**src/hdl/mccp_pkg.sv**
```systemverilog
// Shared types, codes and constants of the motor CAN command packer.
`timescale 1ns / 1ps

package mccp_pkg;

    typedef enum logic [3:0] {
        OP_ENABLE        = 4'd0,
        OP_DISABLE       = 4'd1,
        OP_ZERO          = 4'd2,
        OP_CLEAR_ERROR   = 4'd3,
        OP_ANGLE_CORRECT = 4'd4,
        OP_READ          = 4'd5,
        OP_WRITE         = 4'd6,
        OP_IMPEDANCE     = 4'd7,
        OP_SPEED         = 4'd8,
        OP_POSITION      = 4'd9
    } opcode_t;

    localparam logic [7:0] SPECIAL_HEAD     = 8'h80;
    localparam logic [7:0] TAIL_ENABLE      = 8'hFC;
    localparam logic [7:0] TAIL_DISABLE     = 8'hFD;
    localparam logic [7:0] TAIL_ZERO        = 8'hFE;
    localparam logic [7:0] TAIL_CLEAR_ERROR = 8'hF4;
    localparam logic [7:0] TAIL_ANGLE_CORR  = 8'hF7;
    localparam logic [7:0] PARAM_TAIL       = 8'hEC;
    localparam logic [47:0] SPECIAL_FILL    = 48'hFFFF_FFFF_FFFF;

    localparam logic [16:0] POS_LIM = 17'd51200;
    localparam logic [16:0] VEL_LIM = 17'd57344;
    localparam logic [16:0] TRQ_LIM = 17'd51200;
    localparam logic [16:0] KP_MAX  = 17'd128000;
    localparam logic [14:0] KD_MAX  = 15'd25600;
    localparam logic [21:0] KI_MAX  = 22'd2560000;

    // command context carried alongside the arithmetic
    typedef struct packed {
        logic [3:0]  opcode;
        logic [7:0]  parameter_index;
        logic [31:0] parameter_bits;
    } ctx_t;

    // scaled values out of the arithmetic pipeline
    typedef struct packed {
        logic [14:0] pos_q;
        logic [11:0] vel_q;
        logic [11:0] kp_q;
        logic [11:0] kvp_q;
        logic [11:0] kd_q;
        logic [11:0] trq_q;
        logic [11:0] kvi_q;
        logic [15:0] kvp16_q;
        logic [15:0] kvi16_q;
        logic [14:0] vel_a;
        logic [2:0]  vel_r;
        logic [2:0]  vel_c;
    } scaled_t;

    // clamp a signed value to [-lim, lim] and offset it to [0, 2*lim]
    function automatic logic [16:0] clamp_offset(input logic signed [16:0] x,
                                                 input logic [16:0] lim);
        logic signed [17:0] xs;
        logic signed [17:0] ls;
        logic signed [17:0] sum;
        logic [16:0]        r;
        xs  = 18'(x);
        ls  = $signed({1'b0, lim});
        sum = xs + ls;
        if (xs < -ls)
            r = '0;
        else if (xs > ls)
            r = {lim[15:0], 1'b0};
        else
            r = sum[16:0];
        return r;
    endfunction

    // 31-bit velocity: a*2^17 + r*18724 + floor((4r - c)/7)
    function automatic logic [30:0] vel31_join(input logic [14:0] a,
                                               input logic [2:0] r,
                                               input logic [2:0] c);
        logic signed [5:0] v;
        logic signed [2:0] f;
        logic [31:0]       sum;
        v = $signed({1'b0, r, 2'b00}) - $signed({3'b000, c});
        if (v < 6'sd0)
            f = -3'sd1;
        else if (v >= 6'sd21)
            f = 3'sd3;
        else if (v >= 6'sd14)
            f = 3'sd2;
        else if (v >= 6'sd7)
            f = 3'sd1;
        else
            f = 3'sd0;
        sum = {a, 17'b0} + 32'(r) * 32'd18724 + 32'(f);
        return sum[30:0];
    endfunction

endpackage

```
**src/hdl/mccp_scaler.sv**
```systemverilog
// Three-stage clamp and fixed-point scaling pipeline (offset, reciprocal estimate, correction).
`timescale 1ns / 1ps

module mccp_scaler
    import mccp_pkg::*;
(
    input  logic               clk,
    input  logic signed [16:0] target_position,
    input  logic signed [16:0] target_velocity,
    input  logic        [16:0] stiffness_gain,
    input  logic        [14:0] damping_gain,
    input  logic signed [16:0] feedforward_torque,
    input  logic        [16:0] speed_prop_gain,
    input  logic        [21:0] speed_int_gain,
    output scaled_t            scaled
);

    // stage 1: clamp, offset, multiply by 2^bits-1 and drop the power-of-two part of the span
    logic [16:0] pos_off, vel_off, trq_off, kp_c, kvp_c;
    logic [14:0] kd_c;
    logic [21:0] kvi_c;
    logic [31:0] pos_n;
    logic [28:0] vel_n, kp_n, kvp_n, trq_n;
    logic [26:0] kd_n;
    logic [33:0] kvi_n;
    logic [32:0] kvp16_n;
    logic [37:0] kvi16_n;
    logic [17:0] vel_ceil;

    logic [19:0] pos_m_next,   pos_m_reg;
    logic [14:0] vel_m_next,   vel_m_reg;
    logic [18:0] kp_m_next,    kp_m_reg;
    logic [18:0] kvp_m_next,   kvp_m_reg;
    logic [16:0] kd_m_next,    kd_m_reg;
    logic [16:0] trq_m_next,   trq_m_reg;
    logic [21:0] kvi_m_next,   kvi_m_reg;
    logic [22:0] kvp16_m_next, kvp16_m_reg;
    logic [25:0] kvi16_m_next, kvi16_m_reg;
    logic [16:0] vel_off_next, vel_off_reg;
    logic [2:0]  vel_c_next,   vel_c_reg;

    always_comb
    begin
        pos_off = clamp_offset(target_position, POS_LIM);
        vel_off = clamp_offset(target_velocity, VEL_LIM);
        trq_off = clamp_offset(feedforward_torque, TRQ_LIM);
        kp_c    = (stiffness_gain  > KP_MAX) ? KP_MAX : stiffness_gain;
        kvp_c   = (speed_prop_gain > KP_MAX) ? KP_MAX : speed_prop_gain;
        kd_c    = (damping_gain    > KD_MAX) ? KD_MAX : damping_gain;
        kvi_c   = (speed_int_gain  > KI_MAX) ? KI_MAX : speed_int_gain;

        pos_n   = {pos_off, 15'b0} - {15'b0, pos_off};
        vel_n   = {vel_off, 12'b0} - {12'b0, vel_off};
        kp_n    = {kp_c, 12'b0}    - {12'b0, kp_c};
        kvp_n   = {kvp_c, 12'b0}   - {12'b0, kvp_c};
        kd_n    = {kd_c, 12'b0}    - {12'b0, kd_c};
        trq_n   = {trq_off, 12'b0} - {12'b0, trq_off};
        kvi_n   = {kvi_c, 12'b0}   - {12'b0, kvi_c};
        kvp16_n = {kvp_c, 16'b0}   - {16'b0, kvp_c};
        kvi16_n = {kvi_c, 16'b0}   - {16'b0, kvi_c};
        vel_ceil = {1'b0, vel_off} + 18'd16383;

        pos_m_next   = pos_n[31:12];
        vel_m_next   = vel_n[28:14];
        kp_m_next    = kp_n[28:10];
        kvp_m_next   = kvp_n[28:10];
        kd_m_next    = kd_n[26:10];
        trq_m_next   = trq_n[28:12];
        kvi_m_next   = kvi_n[33:12];
        kvp16_m_next = kvp16_n[32:10];
        kvi16_m_next = kvi16_n[37:12];
        vel_off_next = vel_off;
        vel_c_next   = vel_ceil[16:14];
    end

    always_ff @(posedge clk)
    begin
        pos_m_reg   <= pos_m_next;
        vel_m_reg   <= vel_m_next;
        kp_m_reg    <= kp_m_next;
        kvp_m_reg   <= kvp_m_next;
        kd_m_reg    <= kd_m_next;
        trq_m_reg   <= trq_m_next;
        kvi_m_reg   <= kvi_m_next;
        kvp16_m_reg <= kvp16_m_next;
        kvi16_m_reg <= kvi16_m_next;
        vel_off_reg <= vel_off_next;
        vel_c_reg   <= vel_c_next;
    end

    // stage 2: quotient estimate by reciprocal, low by at most one
    logic [35:0] pos_p;
    logic [27:0] vel_p;
    logic [31:0] kp_p, kvp_p, vela_p;
    logic [29:0] kd_p, trq_p;
    logic [34:0] kvi_p;
    logic [39:0] kvp16_p;
    logic [42:0] kvi16_p;

    logic [14:0] pos_qe_next,   pos_qe_reg;
    logic [11:0] vel_qe_next,   vel_qe_reg;
    logic [11:0] kp_qe_next,    kp_qe_reg;
    logic [11:0] kvp_qe_next,   kvp_qe_reg;
    logic [11:0] kd_qe_next,    kd_qe_reg;
    logic [11:0] trq_qe_next,   trq_qe_reg;
    logic [11:0] kvi_qe_next,   kvi_qe_reg;
    logic [15:0] kvp16_qe_next, kvp16_qe_reg;
    logic [15:0] kvi16_qe_next, kvi16_qe_reg;
    logic [14:0] vela_qe_next,  vela_qe_reg;

    logic [19:0] pos_m2_reg;
    logic [14:0] vel_m2_reg;
    logic [18:0] kp_m2_reg, kvp_m2_reg;
    logic [16:0] kd_m2_reg, trq_m2_reg;
    logic [21:0] kvi_m2_reg;
    logic [22:0] kvp16_m2_reg;
    logic [25:0] kvi16_m2_reg;
    logic [16:0] vel_off2_reg;
    logic [2:0]  vel_c2_reg;

    always_comb
    begin
        pos_p   = pos_m_reg   * 36'd41943;
        vel_p   = vel_m_reg   * 28'd4681;
        kp_p    = kp_m_reg    * 32'd4194;
        kvp_p   = kvp_m_reg   * 32'd4194;
        kd_p    = kd_m_reg    * 30'd5242;
        trq_p   = trq_m_reg   * 30'd5242;
        kvi_p   = kvi_m_reg   * 35'd6710;
        kvp16_p = kvp16_m_reg * 40'd67108;
        kvi16_p = kvi16_m_reg * 43'd107374;
        vela_p  = vel_off_reg * 32'd18724;

        pos_qe_next   = pos_p[34:20];
        vel_qe_next   = vel_p[26:15];
        kp_qe_next    = kp_p[30:19];
        kvp_qe_next   = kvp_p[30:19];
        kd_qe_next    = kd_p[28:17];
        trq_qe_next   = trq_p[28:17];
        kvi_qe_next   = kvi_p[33:22];
        kvp16_qe_next = kvp16_p[38:23];
        kvi16_qe_next = kvi16_p[41:26];
        vela_qe_next  = vela_p[31:17];
    end

    always_ff @(posedge clk)
    begin
        pos_qe_reg   <= pos_qe_next;
        vel_qe_reg   <= vel_qe_next;
        kp_qe_reg    <= kp_qe_next;
        kvp_qe_reg   <= kvp_qe_next;
        kd_qe_reg    <= kd_qe_next;
        trq_qe_reg   <= trq_qe_next;
        kvi_qe_reg   <= kvi_qe_next;
        kvp16_qe_reg <= kvp16_qe_next;
        kvi16_qe_reg <= kvi16_qe_next;
        vela_qe_reg  <= vela_qe_next;
        pos_m2_reg   <= pos_m_reg;
        vel_m2_reg   <= vel_m_reg;
        kp_m2_reg    <= kp_m_reg;
        kvp_m2_reg   <= kvp_m_reg;
        kd_m2_reg    <= kd_m_reg;
        trq_m2_reg   <= trq_m_reg;
        kvi_m2_reg   <= kvi_m_reg;
        kvp16_m2_reg <= kvp16_m_reg;
        kvi16_m2_reg <= kvi16_m_reg;
        vel_off2_reg <= vel_off_reg;
        vel_c2_reg   <= vel_c_reg;
    end

    // stage 3: remainder check, bump the estimate where it fell short
    logic [19:0] pos_rem;
    logic [14:0] vel_rem;
    logic [18:0] kp_rem, kvp_rem;
    logic [16:0] kd_rem, trq_rem;
    logic [21:0] kvi_rem;
    logic [22:0] kvp16_rem;
    logic [25:0] kvi16_rem;
    logic [16:0] vela_rem;
    logic        vela_fix;

    scaled_t scaled_next, scaled_reg;

    always_comb
    begin
        pos_rem   = pos_m2_reg   - pos_qe_reg   * 20'd25;
        vel_rem   = vel_m2_reg   - vel_qe_reg   * 15'd7;
        kp_rem    = kp_m2_reg    - kp_qe_reg    * 19'd125;
        kvp_rem   = kvp_m2_reg   - kvp_qe_reg   * 19'd125;
        kd_rem    = kd_m2_reg    - kd_qe_reg    * 17'd25;
        trq_rem   = trq_m2_reg   - trq_qe_reg   * 17'd25;
        kvi_rem   = kvi_m2_reg   - kvi_qe_reg   * 22'd625;
        kvp16_rem = kvp16_m2_reg - kvp16_qe_reg * 23'd125;
        kvi16_rem = kvi16_m2_reg - kvi16_qe_reg * 26'd625;
        vela_rem  = vel_off2_reg - vela_qe_reg  * 17'd7;
        vela_fix  = (vela_rem >= 17'd7);

        scaled_next.pos_q   = pos_qe_reg   + 15'(pos_rem   >= 20'd25);
        scaled_next.vel_q   = vel_qe_reg   + 12'(vel_rem   >= 15'd7);
        scaled_next.kp_q    = kp_qe_reg    + 12'(kp_rem    >= 19'd125);
        scaled_next.kvp_q   = kvp_qe_reg   + 12'(kvp_rem   >= 19'd125);
        scaled_next.kd_q    = kd_qe_reg    + 12'(kd_rem    >= 17'd25);
        scaled_next.trq_q   = trq_qe_reg   + 12'(trq_rem   >= 17'd25);
        scaled_next.kvi_q   = kvi_qe_reg   + 12'(kvi_rem   >= 22'd625);
        scaled_next.kvp16_q = kvp16_qe_reg + 16'(kvp16_rem >= 23'd125);
        scaled_next.kvi16_q = kvi16_qe_reg + 16'(kvi16_rem >= 26'd625);
        scaled_next.vel_a   = vela_qe_reg  + 15'(vela_fix);
        scaled_next.vel_r   = vela_fix ? 3'(vela_rem - 17'd7) : vela_rem[2:0];
        scaled_next.vel_c   = vel_c2_reg;
    end

    always_ff @(posedge clk)
    begin
        scaled_reg <= scaled_next;
    end

    assign scaled = scaled_reg;

endmodule

```
**src/hdl/motor_can_command_packer.sv**
```systemverilog
// Motor CAN command packer: command port, scaling pipeline, frame packing and output register.
// done is high for one cycle; a start transfer reaches it through s1/s2/s3 valid and done_reg.
// Throughput: one command per clock; busy stays low, the four register stages take a new one
// every cycle and valid bits travel with each command.
// Reset: rst_n clears the valid bits, done and transmit_id; commands in flight are dropped.
`timescale 1ns / 1ps

module motor_can_command_packer
    import mccp_pkg::*;
(
    input  logic               clk,
    input  logic               rst_n,
    input  logic               start,
    output logic               busy,
    input  logic               cfg_write,
    input  logic        [10:0] cfg_data,
    input  logic        [3:0]  opcode,
    input  logic signed [16:0] target_position,
    input  logic signed [16:0] target_velocity,
    input  logic        [16:0] stiffness_gain,
    input  logic        [14:0] damping_gain,
    input  logic signed [16:0] feedforward_torque,
    input  logic        [16:0] speed_prop_gain,
    input  logic        [21:0] speed_int_gain,
    input  logic        [7:0]  parameter_index,
    input  logic        [31:0] parameter_bits,
    output logic               done,
    output logic        [10:0] frame_id,
    output logic        [63:0] frame_payload,
    output logic               known_command
);

    logic [10:0] transmit_id_reg;
    logic        s1_valid_reg, s2_valid_reg, s3_valid_reg;
    logic        done_next, done_reg;
    logic        take;
    ctx_t        ctx_next, ctx1_reg, ctx2_reg, ctx3_reg;
    scaled_t     scaled;
    logic [30:0] vel31;
    logic [63:0] frame_payload_next, frame_payload_reg;
    logic        known_command_next, known_command_reg;
    logic [10:0] frame_id_reg;

    assign busy = 1'b0;
    assign take = start && !busy;

    always_ff @(posedge clk or negedge rst_n)
    begin
        if (!rst_n)
        begin
            transmit_id_reg <= '0;
            s1_valid_reg    <= 1'b0;
            s2_valid_reg    <= 1'b0;
            s3_valid_reg    <= 1'b0;
            done_reg        <= 1'b0;
        end
        else
        begin
            if (cfg_write)
                transmit_id_reg <= cfg_data;
            s1_valid_reg <= take;
            s2_valid_reg <= s1_valid_reg;
            s3_valid_reg <= s2_valid_reg;
            done_reg     <= done_next;
        end
    end

    always_comb
    begin
        ctx_next.opcode          = opcode;
        ctx_next.parameter_index = parameter_index;
        ctx_next.parameter_bits  = parameter_bits;
    end

    always_ff @(posedge clk)
    begin
        ctx1_reg <= ctx_next;
        ctx2_reg <= ctx1_reg;
        ctx3_reg <= ctx2_reg;
    end

    mccp_scaler u_scaler (
        .clk                (clk),
        .target_position    (target_position),
        .target_velocity    (target_velocity),
        .stiffness_gain     (stiffness_gain),
        .damping_gain       (damping_gain),
        .feedforward_torque (feedforward_torque),
        .speed_prop_gain    (speed_prop_gain),
        .speed_int_gain     (speed_int_gain),
        .scaled             (scaled)
    );

    // stage 4: frame assembly
    always_comb
    begin
        vel31              = vel31_join(scaled.vel_a, scaled.vel_r, scaled.vel_c);
        done_next          = s3_valid_reg;
        frame_payload_next = '0;
        known_command_next = 1'b1;
        unique case (opcode_t'(ctx3_reg.opcode)) inside
            OP_ENABLE:
                frame_payload_next = {SPECIAL_HEAD, SPECIAL_FILL, TAIL_ENABLE};
            OP_DISABLE:
                frame_payload_next = {SPECIAL_HEAD, SPECIAL_FILL, TAIL_DISABLE};
            OP_ZERO:
                frame_payload_next = {SPECIAL_HEAD, SPECIAL_FILL, TAIL_ZERO};
            OP_CLEAR_ERROR:
                frame_payload_next = {SPECIAL_HEAD, SPECIAL_FILL, TAIL_CLEAR_ERROR};
            OP_ANGLE_CORRECT:
                frame_payload_next = {SPECIAL_HEAD, SPECIAL_FILL, TAIL_ANGLE_CORR};
            OP_READ, OP_WRITE:
                frame_payload_next = {SPECIAL_HEAD,
                                      ctx3_reg.parameter_bits[7:0],
                                      ctx3_reg.parameter_bits[15:8],
                                      ctx3_reg.parameter_bits[23:16],
                                      ctx3_reg.parameter_bits[31:24],
                                      7'b0, (ctx3_reg.opcode == OP_WRITE),
                                      ctx3_reg.parameter_index,
                                      PARAM_TAIL};
            OP_IMPEDANCE:
                frame_payload_next = {1'b0, scaled.pos_q, scaled.vel_q, scaled.kp_q,
                                      scaled.kd_q, scaled.trq_q};
            OP_POSITION:
                frame_payload_next = {1'b0, scaled.pos_q, scaled.kvp_q, scaled.kp_q,
                                      scaled.kd_q, scaled.kvi_q};
            OP_SPEED:
                frame_payload_next = {1'b0, vel31, scaled.kvp16_q, scaled.kvi16_q};
            default:
                known_command_next = 1'b0;
        endcase
    end

    always_ff @(posedge clk)
    begin
        frame_payload_reg <= frame_payload_next;
        known_command_reg <= known_command_next;
        frame_id_reg      <= transmit_id_reg;
    end

    assign done          = done_reg;
    assign frame_id      = frame_id_reg;
    assign frame_payload = frame_payload_reg;
    assign known_command = known_command_reg;

endmodule

```
**config.mk**
```make
export PLATFORM = sky130hd
export DESIGN_NAME = motor_can_command_packer
export DESIGN_NICKNAME = d
export VERILOG_FILES = /design/src/hdl/mccp_pkg.sv /design/src/hdl/mccp_scaler.sv /design/src/hdl/motor_can_command_packer.sv
export SDC_FILE = /design/constraint.sdc
export NUM_CORES = 2
export LEC_CHECK = 0
export ABC_AREA = 0
export BUFFER_PORTS_ARGS = -buffer_cell sky130_fd_sc_hd__clkbuf_2
export CAP_MARGIN = 15
export CORE_AREA = 4 4 408 410
export DETAILED_ROUTE_END_ITERATION = 8
export DIE_AREA = 0 0 412 414
export GPL_TIMING_DRIVEN = 0
export HOLD_SLACK_MARGIN = 0.12
export PLACE_DENSITY = 0.77
export SETUP_SLACK_MARGIN = 0.4
export SYNTH_ARGS = -nofsm -noshare
export SYNTH_HDL_FRONTEND = slang
export SYNTH_SLANG_ARGS = --single-unit
export TNS_END_PERCENT = 5
```
**constraint.sdc**
```tcl
create_clock -name clk -period 6.5 [get_ports clk]
set_input_delay 1.3 -clock clk [delete_from_list [all_inputs] [get_ports clk]]
set_output_delay 1.3 -clock clk [all_outputs]
set_load 0.005 [all_outputs]
```
# --- After elaboration in Yosys (flattened, before gate mapping) ---
# Cells that the tools add are included.
totals:
  out_inout_bits: 78
  elab_cells: 172
  regBits: 892
  in_bits: 181
classes:
  n_mux: 17
  addsub: 37
  order_cmp: 24
  multipliers: 21
  eq_ne: 9
  reduce_logical: 3
ops:
  columns: ["operator", "n"]
  rows:
  - ["case mux 64 bit (9 select lines)", 1]
  - ["two-way mux 17 bit", 8]
  - ["subtractor 29 x 17 -> 29 bit", 4]
  - ["greater-than comparator 17 bit, second input constant", 5]
  - ["adder 12 x 1 -> 12 bit", 6]
  - ["multiplier 19 x 12 -> 30 bit, second input constant", 2]
  - ["multiplier 17 x 12 -> 28 bit, second input constant", 2]
  - ["adder 17 bit, second input constant", 3]
  - ["< comparator 17 bit, second input constant", 3]
  - ["subtractor 17 bit", 3]
  - ["multiplier 26 x 16 -> 41 bit, second input constant", 1]
  - ["greater-or-equal comparator 19 x 7 -> 1 bit, second input constant", 2]
  - ["multiplier 12 x 7 -> 19 bit, second input constant", 2]
  - ["subtractor 19 bit", 2]
  - ["subtractor 38 x 22 -> 38 bit", 1]
  - ["multiplier 23 x 15 -> 37 bit, second input constant", 1]
  - ["multiplier 20 x 16 -> 35 bit, second input constant", 1]
  - ["greater-or-equal comparator 17 x 5 -> 1 bit, second input constant", 2]
  - ["multiplier 12 x 5 -> 17 bit, second input constant", 2]
  - ["subtractor 34 x 22 -> 34 bit", 1]
  - ["multiplier 22 x 12 -> 33 bit, second input constant", 1]
  - ["subtractor 33 x 17 -> 33 bit", 1]
  - ["adder 16 x 1 -> 16 bit", 2]
  - ["subtractor 32 x 17 -> 32 bit", 1]
  - ["45 further kinds", 54]

# --- Longest topological paths before layout ---
logic_depth:
  ltp_word: 8
  ltp_mapped: 27
  ltp_nobuf: 26

# --- Modules after synthesis ---
# Synthesis repeated with hierarchy kept, for this count alone.
hier_totals:
  cells_unflattened: 9105
  area_unflattened_um2: 89659.7
modules_own_cells:
  columns: ["mod", "cells_each", "seq_area_each_um2", "area_per_inst_um2", "n_inst"]
  rows:
  - ["mccp_scaler", 8440, 13332.8, 82171.3, 1]
  - ["motor_can_command_packer", 665, 4539.4, 7488.4, 1]

# --- Worst setup path after synthesis ---
# OpenSTA, ideal clock, no wires.
synth_path:
  kind: "register to register"
  start: "register u_scaler.kvi16_qe_reg[10]"
  end: "register u_scaler.scaled_reg (netlist bit u_scaler.scaled[35])"
  setup_time_ns: 0.121
  setup_slack_ns: 0.411
  period_less_slack_ns: 6.089
  path_stages_with_launch: 27
  path_buffers: 0
  arrival_ns: 5.969
  path_cell_list: "dfxtp_1 -> inv_1 -> fa_1 -> inv_1 -> ha_1 -> inv_1 -> fa_1 -> fa_1 -> inv_1 -> fa_1 -> inv_1 -> ha_1 -> a21oi_1 -> o22ai_1 -> a221o_1 -> nor4_1 -> o221ai_1 -> a41o_1 -> nor3_1 -> nand4b_1 -> a2111oi_0 -> nand4_1 -> ha_1 -> and3_1 -> and3_1 -> nand4_1 -> xnor2_1"
synth_lines:
  columns: ["item", "line", "rtl"]
  rows:
  - ["start: declaration", "mccp_scaler.sv:108", "logic [15:0] kvi16_qe_next, kvi16_qe_reg;"]
  - ["start signal: assignment", "mccp_scaler.sv:156", "kvi16_qe_reg <= kvi16_qe_next;"]
  - ["end signal: assignment", "mccp_scaler.sv:214", "scaled_reg <= scaled_next;"]
  - ["end: declaration", "mccp_scaler.sv:182", "scaled_t scaled_next, scaled_reg;"]

==> flow_summary.yaml <==
run_status:
  outcome: "finished clean"
worst_setup_path:
  cp_slowest_cell: "fa_1"
  r2r_setup_slack_ns: 0.45
  worstSetupStartpointType: "flip-flop"
  cpMostUsedCell: "fa_1"
  cp.arrival_ns: 6.73
  worstRegToRegCells: 25
  slowest_delay_ns: 0.50
  r2r-start: "u_scaler.kvi16_qe_reg[12]"
  cp_max_fo: 4
  crit_type: "flip-flop to flip-flop"
  worstPathRequired_ns: 7.18
  worstReg2RegEnd: "u_scaler.scaled[35]"
  end_kind: "flip-flop"
die:
  core.rowCount: 148
  io-pin-count: 259
  die_w_um: 412
  chipHeight_um: 414
  core-area_mm2: 0.1624
  die-area_mm2: 0.1706
  start_util_pct: 54.96
grt:
  grt_max_degree: 17
  grt-ovfl-total: 0
  grt_pass1_wl_um: 341100
  grt_pass1_vias: 67060
  antenna_found_initial: 14
  track_usage_pct: 24.65
route:
  drc_errors: 0
  drt_pre_antenna_iters: 7
  ant_nets: 0
  vias: 63150
  drt-wirelength-per-cell_um: 17.95
  first_iter_violations: 3577
  routed_via_density: 5.396
  drt-total-wl_um: 210000
clock_tree:
  cts_tree: "done"
  cts.sinks: 888
  clock_latency_ns: 0.77
  clk_pin_slew_ns: 0.06
  cts-buffers-inserted: 99
  htreeDepth: 3
  cts-hold-fix-buffers: 0
  root_buffer: "clkbuf_16"
  cts_buffer_depth: 3
yosys:
  yosys_warnings: 0
  synth_top_area_share_pct: 24.81
  synthTopCellsByCount: "inv_1 (2,151), ha_1 (1,770), fa_1 (1,085), dfxtp_1 (873), nand2_1 (341)"
  synth_largest_area_cell: "ha_1"
  synth_cells: 9001
  async_flop_share_pct: 1.689
  yosysMostFrequentCell: "inv_1"
  synth_enable_flop_cells: 0
  syn_nets: 12040
  synthFlopType: "dfxtp_1"
  syn-mean-instance-area_um2: 9.915
  yosys.cell_types.count: 95
  synthTopCellsByArea: "ha_1 (25%), fa_1 (24%), dfxtp_1 (20%)"
  ys_ff_latch: 888
  synth-seq-area-share_pct: 20.00
  syn_area_mm2: 0.08925
sta:
  max_freq_mhz: 165.3
  relSlewSlack_pct: 0.06382
  period_minus_slack_ns: 6.050
  worst_pin_slew_ns: 1.499
  slew_viol_final: 0
  post-route-period-util_pct: 93.08
  finClkSkew_ns: 0.08899
  finalSetupViolations: 0
  final_hold_viol_count: 0
  rsz0062_at_grt: "true"
  finalSetupTns_ns: 0
placement:
  dp_hpwl_um: 174500
  routabilityCongestion: 0.9564
  portBuffers: 249
hold_path:
  min_path_cells: 0
  min-delay-start: "ctx2_reg[41]"
  hp-class: "flip-flop to flip-flop"
  holdPathEnd: "ctx3_reg[41]"
cells_and_area:
  final_core_util_pct: 60.59
  fin_nets: 12470
  drive_gt1_share_pct: 8.532
  largest_register_ffs: 139
  syn_to_final_growth_pct: 10.25
run:
  cap_violations: 0
per-layer routing:
layer	share of wire (%)	GRT usage, %	routed length (um)	vias up
met4	4.0	8.998	8461	2
met5	0.0062	0	13	-
met2	48	41.80	101200	1506
met3	5.5	4.275	11470	451
li1	-	-	-	30070
met1	42	31.60	88940	31120
what timing repair did:
action / 4_1_cts / 5_1_grt
resized for setup: 164 / 146
cloned: 0 / 0
endpoints found under the setup margin: 88 / 89
pin swaps: 23 / 56
setup buffers: 32 / 47
through the flow:
stage	area [um^2]	instances	hold WS [ns]	setup WS [ns]
3_5_place_dp	93250	11430	0.3121	-0.7361
5_1_grt	98400	11700	0.2966	0.1969
4_1_cts	97520	11650	0.2836	0.3172
3_3_place_gp	93220	11430	0.3108	-0.6219
2_1_floorplan	89250	9001	0.3096	0.4107
6_report	98400	11700	0.3013	0.4496
how the worst max path moves through the flow:
stage / slack [ns] / start / cells past startpoint / end
2_1_floorplan: 0.41 / u_scaler.kvi16_qe_reg[10] / 26 / u_scaler.scaled[35]
3_3_place_gp: -0.62 / u_scaler.kvi16_qe_reg[10] / 26 / u_scaler.scaled[33]
3_5_place_dp: -0.74 / u_scaler.kvi16_qe_reg[10] / 26 / u_scaler.scaled[33]
4_1_cts: 0.32 / u_scaler.pos_m_reg[10] / 21 / u_scaler.pos_qe_reg[13]
5_1_grt: 0.20 / u_scaler.kvi16_qe_reg[2] / 23 / u_scaler.scaled[35]
6_report: 0.45 / u_scaler.kvi16_qe_reg[12] / 25 / u_scaler.scaled[35]
cell usage in the layout (no fill, tap or decap), types with 27 or more instances in the layout:
cell        netlist  layout
inv_1          2151    2118
ha_1           1770    1738
fa_1           1085    1084
dfxtp_1         873     777
nand2_1         341     340
xnor2_1         317     314
nor2_1          306     303
clkbuf_2          1     250
a21oi_1         246     239
o21ai_0         226     219
xor2_1          146     146
nor3_1          130     125
nand3_1         123     121
a21o_1          115     115
clkbuf_16         0     100
buf_4             1      76
clkbuf_1         57      74
and3_1           69      66
o21a_1           66      66
nand2b_1         65      65
a31oi_1          64      61
nor2b_1          61      61
and2_1           55      55
dfxtp_2           0      54
nand4_1          43      43
dfxtp_4           0      42
o211ai_1         38      38
a211oi_1         38      35
a221oi_1         37      34
or3_1            32      32
o21bai_1         28      28
clkinvlp_4        0      28
nor4_1           30      27
logic make-up after synthesis:
group	count (synthesis)	share of synthesized area (%)
xor+xnor	463	4.544
fa+ha+maj	2855	49.15
buf+inv	2219	9.349
compound gates	1172	8.852
mux	45	0.5425
simple gates	1358	7.555
flops	888	20.00
other cells	1	0.004202
critical path: cells and delay by family (launching register included):
family / cells / cell delay [ns]
flops: 1 / 0.36
buf+inv: 6 / 0.45
simple gates: 7 / 1.33
xor+xnor: 1 / 0.15
fa+ha+maj: 7 / 2.70
compound gates: 4 / 1.01
area by class of cell:
| type | instances | area [um^2] |
|---|---|---|
| clock buffers | 136 | 2818 |
| flip-flops and latches | 888 | 18080 |
| well taps | 2175 | 2721 |
| clock inverters | 50 | 709.4 |
| diodes | 10 | 25.02 |
| repair buffers | 330 | 1889 |
| plain buffers | 68 | 271.5 |
| inverters | 2151 | 8129 |
| multi-input cells | 5894 | 63760 |
| fillers | 13020 | 64000 |
Power is not shown: default switching activity piles up to over one toggle a cycle in this logic, so the estimate is an artifact.
